===== src/hw/rtl/henon_escape_time_macros.svh =====
// Assertion macros shared by the Henon escape-time block.
`ifndef HENON_ESCAPE_TIME_MACROS_SVH
`define HENON_ESCAPE_TIME_MACROS_SVH

// Same-cycle implication, checked at every rising edge of clk outside reset.
`define HET_CHK_SAME(lbl, ante, cons, msg) \
  lbl: assert property (@(posedge clk) disable iff (rst) (ante) |-> (cons)) else $error(msg);

// Next-cycle implication, checked at every rising edge of clk outside reset.
`define HET_CHK_NEXT(lbl, ante, cons, msg) \
  lbl: assert property (@(posedge clk) disable iff (rst) (ante) |=> (cons)) else $error(msg);

`endif


===== src/hw/rtl/het_pkg.sv =====
// Shared types, constants and helper functions of the Henon escape-time block.
`timescale 1ns / 1ps

package het_pkg;

  localparam int FRAC_BITS_DEF = 16;
  localparam int DATA_W        = 32;
  localparam int RAD_W         = 31;
  localparam int CNT_W         = 12;
  localparam int CODE_W        = 9;
  localparam int CFG_IDX_W     = 4;
  localparam int SUM_W         = DATA_W + 2;

  // Configuration register indexes.
  localparam logic [CFG_IDX_W-1:0] REG_C_OFFSET      = 4'd0;
  localparam logic [CFG_IDX_W-1:0] REG_A_GAIN        = 4'd1;
  localparam logic [CFG_IDX_W-1:0] REG_ESCAPE_RADIUS = 4'd2;
  localparam logic [CFG_IDX_W-1:0] REG_MAX_ITER      = 4'd3;

  // Reset values of the configuration registers.
  localparam logic [DATA_W-1:0] C_OFFSET_RST      = 32'hFFFD_0000;
  localparam logic [DATA_W-1:0] A_GAIN_RST        = 32'h0000_4CCD;
  localparam logic [RAD_W-1:0]  ESCAPE_RADIUS_RST = 31'h0064_0000;
  localparam logic [CNT_W-1:0]  MAX_ITER_RST      = 12'd10;

  localparam logic [DATA_W-1:0] Q_MAX = 32'h7FFF_FFFF;
  localparam logic [DATA_W-1:0] Q_MIN = 32'h8000_0000;

  // Last value of the modulo-15 color counters.
  localparam logic [3:0] MOD_LAST = 4'd14;
  localparam logic [CODE_W-1:0] CODE_BOUNDED = 9'h1FF;

  // Multiplier operand selection.
  localparam logic [1:0] MUL_YY = 2'd0;
  localparam logic [1:0] MUL_AX = 2'd1;
  localparam logic [1:0] MUL_XX = 2'd2;

  typedef struct packed {
    logic       load;
    logic       restart;
    logic       p1_en;
    logic [1:0] mul_sel;
    logic       fwd_upd;
    logic       div_start;
    logic       bwd_upd;
  } het_cmd_t;

  typedef struct packed {
    logic f_go;
    logic f_lim;
    logic b_go;
    logic b_lim;
    logic div_busy;
  } het_stat_t;

  // Exact magnitude of a signed 32-bit value; the most negative value maps to 2^31.
  function automatic logic [DATA_W-1:0] mag32(input logic [DATA_W-1:0] v);
    logic [DATA_W-1:0] r;
    r = v[DATA_W-1] ? (~v + 32'd1) : v;
    return r;
  endfunction

  // Saturates a 34-bit signed sum to the signed 32-bit range.
  function automatic logic [DATA_W-1:0] sat34(input logic [SUM_W-1:0] v);
    logic [DATA_W-1:0] r;
    if ((&v[SUM_W-1:DATA_W-1]) || !(|v[SUM_W-1:DATA_W-1])) begin
      r = v[DATA_W-1:0];
    end else if (v[SUM_W-1]) begin
      r = Q_MIN;
    end else begin
      r = Q_MAX;
    end
    return r;
  endfunction

endpackage


===== src/hw/rtl/het_div.sv =====
// Restoring divider that produces one quotient bit per cycle.
`timescale 1ns / 1ps

module het_div #(
  parameter int NUMW = 49
) (
  input  logic                         clk,
  input  logic                         rst,
  input  logic                         start,
  input  logic [NUMW-1:0]              dividend,
  input  logic [het_pkg::DATA_W-1:0]   divisor,
  output logic                         busy,
  output logic [NUMW-1:0]              quotient
);
  import het_pkg::*;

  localparam int CNTW = $clog2(NUMW + 1);

  logic [CNTW-1:0]   cnt;
  logic [DATA_W-1:0] rem;
  logic [DATA_W-1:0] dvs;
  logic [NUMW-1:0]   quo;
  logic [DATA_W:0]   rs;
  logic [DATA_W:0]   diff;
  logic              ge;

  // The partial remainder stays below the divisor, so it always fits 32 bits.
  always_comb begin
    rs   = {rem, quo[NUMW-1]};
    ge   = rs >= {1'b0, dvs};
    diff = rs - {1'b0, dvs};
  end

  always_ff @(posedge clk) begin
    if (rst) begin
      busy <= 1'b0;
    end else if (start) begin
      busy <= 1'b1;
    end else if (busy && cnt == CNTW'(NUMW - 1)) begin
      busy <= 1'b0;
    end
  end

  always_ff @(posedge clk) begin
    if (start) begin
      rem <= '0;
      quo <= dividend;
      dvs <= divisor;
      cnt <= '0;
    end else if (busy) begin
      rem <= ge ? diff[DATA_W-1:0] : rs[DATA_W-1:0];
      quo <= {quo[NUMW-2:0], ge};
      cnt <= cnt + CNTW'(1);
    end
  end

  assign quotient = quo;

endmodule


===== src/hw/rtl/het_dpath.sv =====
// Datapath: point registers, shared multiplier, divider, step counters and color code.
`timescale 1ns / 1ps

module het_dpath #(
  parameter int FRAC_BITS = het_pkg::FRAC_BITS_DEF
) (
  input  logic                         clk,
  input  logic                         rst,
  input  het_pkg::het_cmd_t            cmd,
  input  logic [het_pkg::DATA_W-1:0]   start_x,
  input  logic [het_pkg::DATA_W-1:0]   start_y,
  input  logic [het_pkg::DATA_W-1:0]   c_offset,
  input  logic [het_pkg::DATA_W-1:0]   a_gain,
  input  logic [het_pkg::RAD_W-1:0]    escape_radius,
  input  logic [het_pkg::CNT_W-1:0]    max_iterations,
  output het_pkg::het_stat_t           stat,
  output logic [het_pkg::CODE_W-1:0]   color,
  output logic [het_pkg::CNT_W-1:0]    fcnt,
  output logic [het_pkg::CNT_W-1:0]    bcnt
);
  import het_pkg::*;

  localparam int NUMW = DATA_W + 1 + FRAC_BITS;

  logic [DATA_W-1:0]        x;
  logic [DATA_W-1:0]        y;
  logic [DATA_W-1:0]        x0;
  logic [DATA_W-1:0]        y0;
  logic [DATA_W-1:0]        p1;
  logic [3:0]               fmod;
  logic [3:0]               bmod;
  logic                     num_sgn;
  logic                     num_nz;
  logic signed [DATA_W-1:0] op_a;
  logic signed [DATA_W-1:0] op_b;
  logic signed [63:0]       prod_w;
  logic signed [63:0]       prod;
  logic signed [63:0]       sh;
  logic [DATA_W-1:0]        satprod;
  logic [SUM_W-1:0]         fsum;
  logic [SUM_W-1:0]         num;
  logic [SUM_W-1:0]         num_mag;
  logic [NUMW-1:0]          dividend;
  logic                     div_busy;
  logic [NUMW-1:0]          quo;
  logic [DATA_W-1:0]        qs;
  logic                     q_neg;
  logic [DATA_W-1:0]        mx;
  logic [DATA_W-1:0]        my;
  logic [DATA_W-1:0]        rad;
  logic                     f_lim;
  logic                     b_lim;
  logic [3:0]               fnib;
  logic [3:0]               bnib;

  het_div #(
    .NUMW(NUMW)
  ) u_div (
    .clk      (clk),
    .rst      (rst),
    .start    (cmd.div_start),
    .dividend (dividend),
    .divisor  (mag32(a_gain)),
    .busy     (div_busy),
    .quotient (quo)
  );

  // Operand selection for the single shared multiplier.
  always_comb begin
    case (cmd.mul_sel)
      MUL_AX: begin
        op_a = a_gain;
        op_b = x;
      end
      MUL_XX: begin
        op_a = x;
        op_b = x;
      end
      default: begin
        op_a = y;
        op_b = y;
      end
    endcase
    prod_w = op_a * op_b;
  end

  always_ff @(posedge clk) begin
    prod <= prod_w;
  end

  // Arithmetic shift rounds toward minus infinity; then saturate to 32 bits.
  always_comb begin
    sh = prod >>> FRAC_BITS;
    if ((&sh[63:DATA_W-1]) || !(|sh[63:DATA_W-1])) begin
      satprod = sh[DATA_W-1:0];
    end else if (sh[63]) begin
      satprod = Q_MIN;
    end else begin
      satprod = Q_MAX;
    end
  end

  always_comb begin
    fsum = {{2{p1[DATA_W-1]}}, p1} + {{2{c_offset[DATA_W-1]}}, c_offset}
         - {{2{satprod[DATA_W-1]}}, satprod};
    num  = {{2{satprod[DATA_W-1]}}, satprod} + {{2{c_offset[DATA_W-1]}}, c_offset}
         - {{2{y[DATA_W-1]}}, y};
    num_mag  = num[SUM_W-1] ? (~num + SUM_W'(1)) : num;
    dividend = {num_mag[DATA_W:0], {FRAC_BITS{1'b0}}};
  end

  // Signed quotient from the unsigned divider result, with saturation.
  always_comb begin
    q_neg = num_sgn ^ a_gain[DATA_W-1];
    if (a_gain == '0) begin
      if (num_sgn) begin
        qs = Q_MIN;
      end else if (num_nz) begin
        qs = Q_MAX;
      end else begin
        qs = '0;
      end
    end else if (!q_neg) begin
      qs = (quo > {{(NUMW-DATA_W){1'b0}}, Q_MAX}) ? Q_MAX : quo[DATA_W-1:0];
    end else begin
      qs = (quo > {{(NUMW-DATA_W){1'b0}}, Q_MIN}) ? Q_MIN
         : (~quo[DATA_W-1:0] + 32'd1);
    end
  end

  always_ff @(posedge clk) begin
    if (cmd.load) begin
      x0   <= start_x;
      y0   <= start_y;
      x    <= start_x;
      y    <= start_y;
      fcnt <= '0;
      bcnt <= '0;
      fmod <= '0;
      bmod <= '0;
    end else if (cmd.restart) begin
      x <= x0;
      y <= y0;
    end else if (cmd.fwd_upd) begin
      x    <= y;
      y    <= sat34(fsum);
      fcnt <= fcnt + CNT_W'(1);
      fmod <= (fmod == MOD_LAST) ? 4'd0 : fmod + 4'd1;
    end else if (cmd.bwd_upd) begin
      x    <= qs;
      y    <= x;
      bcnt <= bcnt + CNT_W'(1);
      bmod <= (bmod == MOD_LAST) ? 4'd0 : bmod + 4'd1;
    end
    if (cmd.p1_en) begin
      p1 <= satprod;
    end
    if (cmd.div_start) begin
      num_sgn <= num[SUM_W-1];
      num_nz  <= num != '0;
    end
  end

  always_comb begin
    mx    = mag32(x);
    my    = mag32(y);
    rad   = {1'b0, escape_radius};
    f_lim = fcnt >= max_iterations;
    b_lim = bcnt >= max_iterations;
    stat.f_go     = (mx > my) || (my < rad);
    stat.f_lim    = f_lim;
    stat.b_go     = (mx < my) || (mx < rad);
    stat.b_lim    = b_lim;
    stat.div_busy = div_busy;
    fnib  = f_lim ? 4'd0 : fmod + 4'd1;
    bnib  = b_lim ? 4'd0 : bmod + 4'd1;
    color = (f_lim && b_lim) ? CODE_BOUNDED : {1'b0, fnib, bnib};
  end

endmodule


===== src/hw/rtl/het_ctrl.sv =====
// Controller state machine that sequences the forward and inverse iterations.
`timescale 1ns / 1ps

module het_ctrl (
  input  logic               clk,
  input  logic               rst,
  input  logic               in_valid,
  input  logic               out_free,
  input  het_pkg::het_stat_t stat,
  output het_pkg::het_cmd_t  cmd,
  output logic               in_stall,
  output logic               res_load
);
  import het_pkg::*;

  localparam logic [3:0] S_IDLE = 4'd0;
  localparam logic [3:0] S_FCHK = 4'd1;
  localparam logic [3:0] S_FM1  = 4'd2;
  localparam logic [3:0] S_FM2  = 4'd3;
  localparam logic [3:0] S_FUPD = 4'd4;
  localparam logic [3:0] S_BCHK = 4'd5;
  localparam logic [3:0] S_BM1  = 4'd6;
  localparam logic [3:0] S_BNUM = 4'd7;
  localparam logic [3:0] S_BDIV = 4'd8;
  localparam logic [3:0] S_BUPD = 4'd9;
  localparam logic [3:0] S_DONE = 4'd10;

  logic [3:0] state;
  logic [3:0] state_next;

  always_ff @(posedge clk) begin
    if (rst) begin
      state <= S_IDLE;
    end else begin
      state <= state_next;
    end
  end

  always_comb begin
    state_next = state;
    cmd        = '0;
    res_load   = 1'b0;
    unique case (state)
      S_IDLE: begin
        if (in_valid) begin
          cmd.load   = 1'b1;
          state_next = S_FCHK;
        end
      end
      S_FCHK: begin
        if (!stat.f_lim && stat.f_go) begin
          state_next = S_FM1;
        end else begin
          // The inverse run starts again from the original point.
          cmd.restart = 1'b1;
          state_next  = S_BCHK;
        end
      end
      S_FM1: begin
        cmd.mul_sel = MUL_YY;
        state_next  = S_FM2;
      end
      S_FM2: begin
        cmd.mul_sel = MUL_AX;
        cmd.p1_en   = 1'b1;
        state_next  = S_FUPD;
      end
      S_FUPD: begin
        cmd.fwd_upd = 1'b1;
        state_next  = S_FCHK;
      end
      S_BCHK: begin
        if (!stat.b_lim && stat.b_go) begin
          state_next = S_BM1;
        end else begin
          state_next = S_DONE;
        end
      end
      S_BM1: begin
        cmd.mul_sel = MUL_XX;
        state_next  = S_BNUM;
      end
      S_BNUM: begin
        cmd.div_start = 1'b1;
        state_next    = S_BDIV;
      end
      S_BDIV: begin
        if (!stat.div_busy) begin
          state_next = S_BUPD;
        end
      end
      S_BUPD: begin
        cmd.bwd_upd = 1'b1;
        state_next  = S_BCHK;
      end
      S_DONE: begin
        if (out_free) begin
          res_load   = 1'b1;
          state_next = S_IDLE;
        end
      end
      default: begin
        state_next = S_IDLE;
      end
    endcase
  end

  assign in_stall = state != S_IDLE;

endmodule


===== src/hw/rtl/henon_escape_time.sv =====
// Each forward step passes the controller states FCHK, FM1, FM2 and FUPD on the shared
// multiplier; each inverse step passes BCHK, BM1, BNUM, BDIV and BUPD, and waits in BDIV
// while the bit-serial divider runs.
// Throughput: one point at a time; a new request is taken while the last result waits.
// Reset (rst, synchronous) empties the output register, returns the controller to idle
// and loads the configuration registers with their default values.
`timescale 1ns / 1ps
`include "henon_escape_time_macros.svh"

module henon_escape_time #(
  parameter int FRAC_BITS = het_pkg::FRAC_BITS_DEF
) (
  input  logic                            clk,
  input  logic                            rst,
  input  logic                            in_valid,
  output logic                            in_stall,
  input  logic [het_pkg::DATA_W-1:0]      start_x,
  input  logic [het_pkg::DATA_W-1:0]      start_y,
  output logic                            out_valid,
  input  logic                            out_stall,
  output logic [het_pkg::CODE_W-1:0]      color_code,
  output logic [het_pkg::CNT_W-1:0]       forward_count,
  output logic [het_pkg::CNT_W-1:0]       backward_count,
  input  logic                            cfg_valid,
  output logic                            cfg_ready,
  input  logic [het_pkg::CFG_IDX_W-1:0]   cfg_index,
  input  logic [het_pkg::DATA_W-1:0]      cfg_data
);
  import het_pkg::*;

  logic [DATA_W-1:0] c_offset;
  logic [DATA_W-1:0] a_gain;
  logic [RAD_W-1:0]  escape_radius;
  logic [CNT_W-1:0]  max_iterations;
  het_cmd_t          cmd;
  het_stat_t         stat;
  logic              res_load;
  logic              out_free;
  logic [CODE_W-1:0] color;
  logic [CNT_W-1:0]  fcnt;
  logic [CNT_W-1:0]  bcnt;
  logic              counts_ok;
  logic              both_at_limit;
  logic              code_ok;

  assign cfg_ready = 1'b1;

  always_ff @(posedge clk) begin
    if (rst) begin
      c_offset       <= C_OFFSET_RST;
      a_gain         <= A_GAIN_RST;
      escape_radius  <= ESCAPE_RADIUS_RST;
      max_iterations <= MAX_ITER_RST;
    end else if (cfg_valid && cfg_ready) begin
      unique case (cfg_index)
        REG_C_OFFSET:      c_offset       <= cfg_data;
        REG_A_GAIN:        a_gain         <= cfg_data;
        REG_ESCAPE_RADIUS: escape_radius  <= cfg_data[RAD_W-1:0];
        REG_MAX_ITER:      max_iterations <= cfg_data[CNT_W-1:0];
        default: begin
        end
      endcase
    end
  end

  het_ctrl u_ctrl (
    .clk      (clk),
    .rst      (rst),
    .in_valid (in_valid),
    .out_free (out_free),
    .stat     (stat),
    .cmd      (cmd),
    .in_stall (in_stall),
    .res_load (res_load)
  );

  het_dpath #(
    .FRAC_BITS(FRAC_BITS)
  ) u_dpath (
    .clk            (clk),
    .rst            (rst),
    .cmd            (cmd),
    .start_x        (start_x),
    .start_y        (start_y),
    .c_offset       (c_offset),
    .a_gain         (a_gain),
    .escape_radius  (escape_radius),
    .max_iterations (max_iterations),
    .stat           (stat),
    .color          (color),
    .fcnt           (fcnt),
    .bcnt           (bcnt)
  );

  // The output register is free when empty or when its result leaves this cycle.
  assign out_free = !out_valid || !out_stall;

  always_ff @(posedge clk) begin
    if (rst) begin
      out_valid <= 1'b0;
    end else if (res_load) begin
      out_valid <= 1'b1;
    end else if (!out_stall) begin
      out_valid <= 1'b0;
    end
  end

  always_ff @(posedge clk) begin
    if (res_load) begin
      color_code     <= color;
      forward_count  <= fcnt;
      backward_count <= bcnt;
    end
  end

  assign counts_ok     = (forward_count <= max_iterations) && (backward_count <= max_iterations);
  assign both_at_limit = (forward_count == max_iterations) && (backward_count == max_iterations);
  assign code_ok       = (color_code == CODE_BOUNDED) == both_at_limit;

  `HET_CHK_NEXT(a_busy_after_request, in_valid && !in_stall, in_stall, "request not taken up")
  `HET_CHK_SAME(a_counts_in_limit, out_valid, counts_ok, "step count beyond limit")
  `HET_CHK_SAME(a_bounded_code, out_valid, code_ok, "color code disagrees with counts")

endmodule

===== config.mk =====
export PLATFORM = sky130hd
export DESIGN_NAME = henon_escape_time
export DESIGN_NICKNAME = d
export VERILOG_FILES = /design/src/hw/rtl/het_pkg.sv /design/src/hw/rtl/het_div.sv /design/src/hw/rtl/het_dpath.sv /design/src/hw/rtl/het_ctrl.sv /design/src/hw/rtl/henon_escape_time.sv
export VERILOG_INCLUDE_DIRS = /design/src /design/src/hw/rtl
export SDC_FILE = /design/constraint.sdc
export NUM_CORES = 2
export LEC_CHECK = 0
export BUFFER_PORTS_ARGS = -buffer_cell sky130_fd_sc_hd__buf_2
export CAP_MARGIN = 40
export CORE_ASPECT_RATIO = 2
export CORE_MARGIN = 4
export CORE_UTILIZATION = 51
export DETAILED_ROUTE_END_ITERATION = 6
export PLACE_DENSITY_LB_ADDON = 0.05
export SETUP_SLACK_MARGIN = 0.05
export SKIP_CTS_REPAIR_TIMING = 1
export SLEW_MARGIN = 20
export SYNTH_ARGS = -nofsm -noshare
export SYNTH_HDL_FRONTEND = slang
export SYNTH_SLANG_ARGS = --single-unit

===== constraint.sdc =====
create_clock -name clk -period 29.7 [get_ports clk]
set_input_delay 1.485 -clock clk [delete_from_list [all_inputs] [get_ports clk]]
set_output_delay 1.485 -clock clk [all_outputs]
set_load 0.03 [all_outputs]

## After elaboration in Yosys (flattened, before gate mapping)

Index checks and enable logic that the tools add are counted.

| cells by class | value |
|---|---|
| add/sub/neg operators | 15 |
| multiply operators | 1 |
| order comparisons | 9 |
| equal/unequal tests | 22 |
| mux-type cells | 53 |
| bitwise operators | 8 |
| reduce and logical (&&, ||, !) cells | 35 |

Operators by type and width:

| operator | count |
|---|---|
| 32-bit 2-to-1 mux | 21 |
| 32-bit by 1-bit adder with 32-bit output (second input constant) | 4 |
| 32-bit NOT | 4 |
| 49-bit 2-to-1 mux | 2 |
| 33-bit by 32-bit subtractor with 34-bit output | 2 |
| 32-bit by 32-bit adder with 33-bit output | 2 |
| 32-bit by 31-bit less-than comparator with 1-bit output | 2 |
| 32-bit by 32-bit multiplier with 64-bit output | 1 |
| 32-bit case mux with 2 select lines | 1 |
| 31-bit 2-to-1 mux | 2 |
| 49-bit by 31-bit > comparator with 1-bit output (second input constant) | 1 |
| 49-bit by 32-bit > comparator with 1-bit output (second input constant) | 1 |
| 4-bit case mux with 11 select lines | 1 |
| 34-bit nonzero test | 1 |
| 33-bit by 1-bit adder with 33-bit output (second input constant) | 1 |
| 33-bit by 32-bit >= comparator with 1-bit output | 1 |
| 33-bit 2-to-1 mux | 1 |
| 33-bit NOT | 1 |
| 32-bit > comparator | 1 |
| 32-bit zero test | 1 |
| 32-bit less-than comparator | 1 |
| 4-bit 2-to-1 mux | 8 |
| 32-bit subtractor | 1 |
| 12-bit by 1-bit adder with 12-bit output (second input constant) | 2 |
| 30 further kinds | 80 |

| storage, ports and cells | value |
|---|---|
| register bits | 523 |
| input bits | 105 |
| output and inout port bits | 36 |
| word-level logic and storage cells | 172 |

## Logic depth before layout (Yosys ltp)

| logic depth | value |
|---|---|
| word-level depth | 12 |
| gate-level depth with buffers | 37 |
| mapped depth without buffers | 32 |

## Cells and area by module

Synthesis repeated with hierarchy kept, for this count alone.

| second synthesis, totals | value |
|---|---|
| cells, all modules | 7693 |
| area total of the unflattened synthesis | 69918.3 um2 |

Modules (own cells, without submodules):

| module | instances | cells an instance | area an instance (um2) |
|---|---|---|---|
| het_dpath | 1 | 6516 | 57221.1 |
| het_div | 1 | 674 | 6927.9 |
| henon_escape_time | 1 | 454 | 5398.9 |
| het_ctrl | 1 | 49 | 370.4 |

## Worst setup path before layout

Ideal clock, no wire load.

| timing | value |
|---|---|
| path kind | register -> register |
| start | register u_ctrl.state[3] |
| end | register u_dpath.prod[62] |
| library setup time | 0.127 ns |
| arrival time | 9.449 ns |
| data required time | 29.573 ns |
| path slack | 20.125 ns |
| stages on the path, launching flop included | 34 |
| buffers on the path | 5 |
| path through | dfxtp_1 -> clkbuf_1 -> nor2_1 -> and3_1 -> clkbuf_1 -> or2_2 -> clkbuf_1 -> clkbuf_1 -> buf_1 -> a21oi_1 -> nor2_1 -> fa_1 -> inv_1 -> fa_1 -> inv_1 -> fa_1 -> fa_1 -> inv_1 -> fa_1 -> inv_1 -> fa_1 -> inv_1 -> fa_1 -> fa_1 -> inv_1 -> ha_1 -> a21o_1 -> a21oi_1 -> and3_1 -> a22oi_1 -> a221o_1 -> a21oi_1 -> o21ai_0 -> xor2_1 |

| between the ends | value |
|---|---|
| cells in the longest elaborated chain, start to end | 6 |
| elaborated cells on any way between the ends | 9 |

RTL lines:

| item | RTL line | text |
|---|---|---|
| from (decl) | het_ctrl.sv:28 | `logic [3:0] state;` |
| from (signal assigned) | het_ctrl.sv:35 | `state <= state_next;` |
| 4-bit by 3-bit equality test with 1-bit output or 4-bit by 2-bit equality test with 1-bit output (tied branches) | het_ctrl.sv:43 | `unique case (state)` |
| 2-bit case mux with 2 select lines (*) | het_ctrl.sv:43 |  |
| 2-bit by 1-bit equality test with 1-bit output or 2-bit equality test (tied branches) | het_dpath.sv:70 | `case (cmd.mul_sel)` |
| 2-bit OR reduction (no line) | -- |  |
| 32-bit 2-to-1 mux | het_dpath.sv:70 |  |
| 32-bit by 32-bit multiplier with 64-bit output (*) | het_dpath.sv:84 | `prod_w = op_a * op_b;` |
| net u_dpath.prod_w[62] | het_dpath.sv:36 | `logic signed [63:0] prod_w;` |
| to (signal assigned) | het_dpath.sv:88 | `prod <= prod_w;` |
| to (decl) | het_dpath.sv:37 | `logic signed [63:0] prod;` |

Mark *: on every way through the listed nets, which the timed path passes. The rest lies on a longest branch.
A chain may end at the register's enable or synchronous reset.

## Worst setup path in the final report

| timing | value |
|---|---|
| start | register u_ctrl.state[3] |
| end | register u_dpath.prod[48] |

The elaborated chain is that of the path after synthesis.

==> impl_results.md <==
- Via count: 62082
- Syn Area/Cell: 8.93 um2
- Core area: 0.134 mm2
- Number of synthesized flops with an enable pin: 260
- Hold Path Class: flip-flop to flip-flop
- Final WS setup: 17660 ps
- Maximum number of pins on one net before global-route repair: 101
- Routed wire length: 336000 um
- Initial DRT Pass Iterations: 7
- YS warnings: 0
- Post-synthesis sequential area ratio: 18.5%
- Worst R2R Setup Slack: 17660 ps
- Clk_skew: 98.1 ps
- RSZ-0062 raised after global routing: false
- Clock Path Buffers: 3
- Primary FF master, synth: edfxtp_1
- Die Area: 0.141 mm2
- Fin crit period: 12040 ps
- Root Driver: clkbuf_16
- Worst Setup Path Type: flip-flop to flip-flop
- Most common cell after layout, fill and taps aside: inv_1
- IO Port Bufs: 139
- Mapped Area: 0.0688 mm2
- CP dominant cell by count: fa_1
- H-tree levels: 2
- #FFs+latches synth: 507
- Syn nets: 9364
- Layout Nets: 9411
- WL/cell: 35.2 um
- Clk sinks: 507
- CTS tree: done
- Clock insertion delay at the later pin of the skew report: 720 ps
- FP Rows: 190
- Mapped Cells: 7703
- Unique masters post-synth: 83
- CP startpoint kind: flip-flop
- Finished Layout Cells: 9555
- # IOs: 141
- Max Cap Viol: 0
- Crit path DAT: 12590 ps
- Initial core utilization: 51.3%
- Antenna-violating nets left: 0
- Worst path slowest cell: fa_1
- GPL Wtd Cong: 1.07
- Post-synthesis async set-or-reset flop share: 0%
- Total gr overflow: 0
- Max incr delay on CP: 890 ps
- Worst EP required: 30260 ps
- Via density: 6.50
- Clk slew on worst S/H paths: 80 ps
- Period utilization: 40.5%
- Worst slew pin tran: 1010 ps
- Setup crit end kind: flip-flop
- Status: finished, violations left
- TritonCTS Buffers: 50
- 1st-iter DRT viols: 7482
- Most frequent cells in the layout: inv_1, fa_1, nand2_1
- Total GRT Usage: 48.3%
- Die H: 527 um
- Failing checks: DRC
- Crit path max fanout: 58
- Vias in the first global route: 64409
- # DRC: 146
- Final Setup Violations: 0
- Share of cells above drive strength 1: 7.62%
- Die width: 268 um
- CP bufs+invs: 5
- Peak Freq: 83.1 MHz
- Final Max Slew Viols: 0
- CP delay by family, top: adder cells
- DP Wirelength: 265000 um
- Max-slew headroom at the worst pin: 33.0%
- Global-route wire length before repair: 476000 um
- Placed insts: 9404
- Initial antenna violation count: 35
- Final Hold Viols: 0
- Pre-CTS setup slack: 18060 ps
- P&R area growth vs syn: 8.73%
- TNS Setup: 0 ps
==> tightest hold or removal path, delay by kind of cell (launching register included) <==
family | cells | cell delay [ps]
and+or+nand+nor | 1 | 50
AOI/OAI and AO/OA | 1 | 50
DFF | 1 | 310
==> through the flow <==
| stage | instance area (um2) | hold WS [ps] | util (%) |
|---|---|---|---|
| after floorplan | 68800 | 435 | - |
| after global placement | 72000 | 442 | 53.7 |
| after detailed placement | 72500 | 449 | 54.1 |
| after CTS | 74400 | 460 | 55.5 |
| after global routing | 74700 | 474 | 55.7 |
| final | 74800 | 460 | 55.8 |
==> state kept, by name (all words and copies together), names as in the netlist, 6 cells and up <==
register	count
u_dpath.u_div.dvs	32
c_offset	32
u_dpath.y0	32
u_dpath.y	32
forward_count	12
u_dpath.x0	32
escape_radius	31
max_iterations	12
u_dpath.u_div.cnt	6
u_dpath.bcnt	12
color_code	9
a_gain	32
u_dpath.x	32
u_dpath.fcnt	12
u_dpath.p1	32
u_dpath.u_div.rem	32
backward_count	12
u_dpath.u_div.quotient	49
u_dpath.prod	48
==> synth_stat cells, types with 82 or more instances <==
master    number  area [um2]
ha_1         410        5130
clkbuf_1     370        1390
o21ai_0      229        1150
nand3_1      108         541
edfxtp_1     260        7810
nor2_1       766        2880
dfxtp_1      247        4940
a21oi_1      400        2000
xnor2_1      187        1640
nand2_1      900        3380
xor2_1        82         718
a21o_1       141        1060
inv_1       1376        5160
fa_1        1146       22900
==> kinds of logic after synthesis <==
kind of cell	count (synthesis)	share of synthesized area, %
compound gates	1247	11.9
xor+xnor	269	3.43
fa+ha+maj	1556	40.8
buf+inv	1781	9.74
flops	507	18.5
mux	56	0.821
other cells	1	0.00545
simple gates	2286	14.7
==> layout make-up <==
class | instances | area (um2)
tap | 1728 | 2160
antenna | 35 | 87.6
timing repair buffer | 398 | 2960
inverter | 1378 | 5170
clock inverter | 34 | 455
clock buffer | 60 | 1370
sequential | 507 | 12800
fill | 12643 | 59300
multi-input combinational | 5415 | 49800
==> worst paths after layout <==
kind,start,endpoint,cells after the start
max reg2reg,u_ctrl.state[3]$_SDFFE_PP0P_,u_dpath.prod[48]$_DFF_P_,29
max,u_ctrl.state[3]$_SDFFE_PP0P_,u_dpath.prod[48]$_DFF_P_,29
min reg2reg,escape_radius[29]$_SDFFE_PP0P_,escape_radius[29]$_SDFFE_PP0P_,2
min,escape_radius[29]$_SDFFE_PP0P_,escape_radius[29]$_SDFFE_PP0P_,2
==> metal layers <==
metal	track usage (%)	up-vias	wire (um)	part of all wire, %
met4	60.1	6	58500	17
li1	-	24923	-	-
met2	78.6	4172	159000	47
met5	0.702	-	42	0.012
met3	16.8	2248	30900	9.2
met1	40.9	30733	87700	26
Power is left out: the tool's default activity adds up to more than one toggle a clock period on the data nets, which glitch-free logic cannot reach.
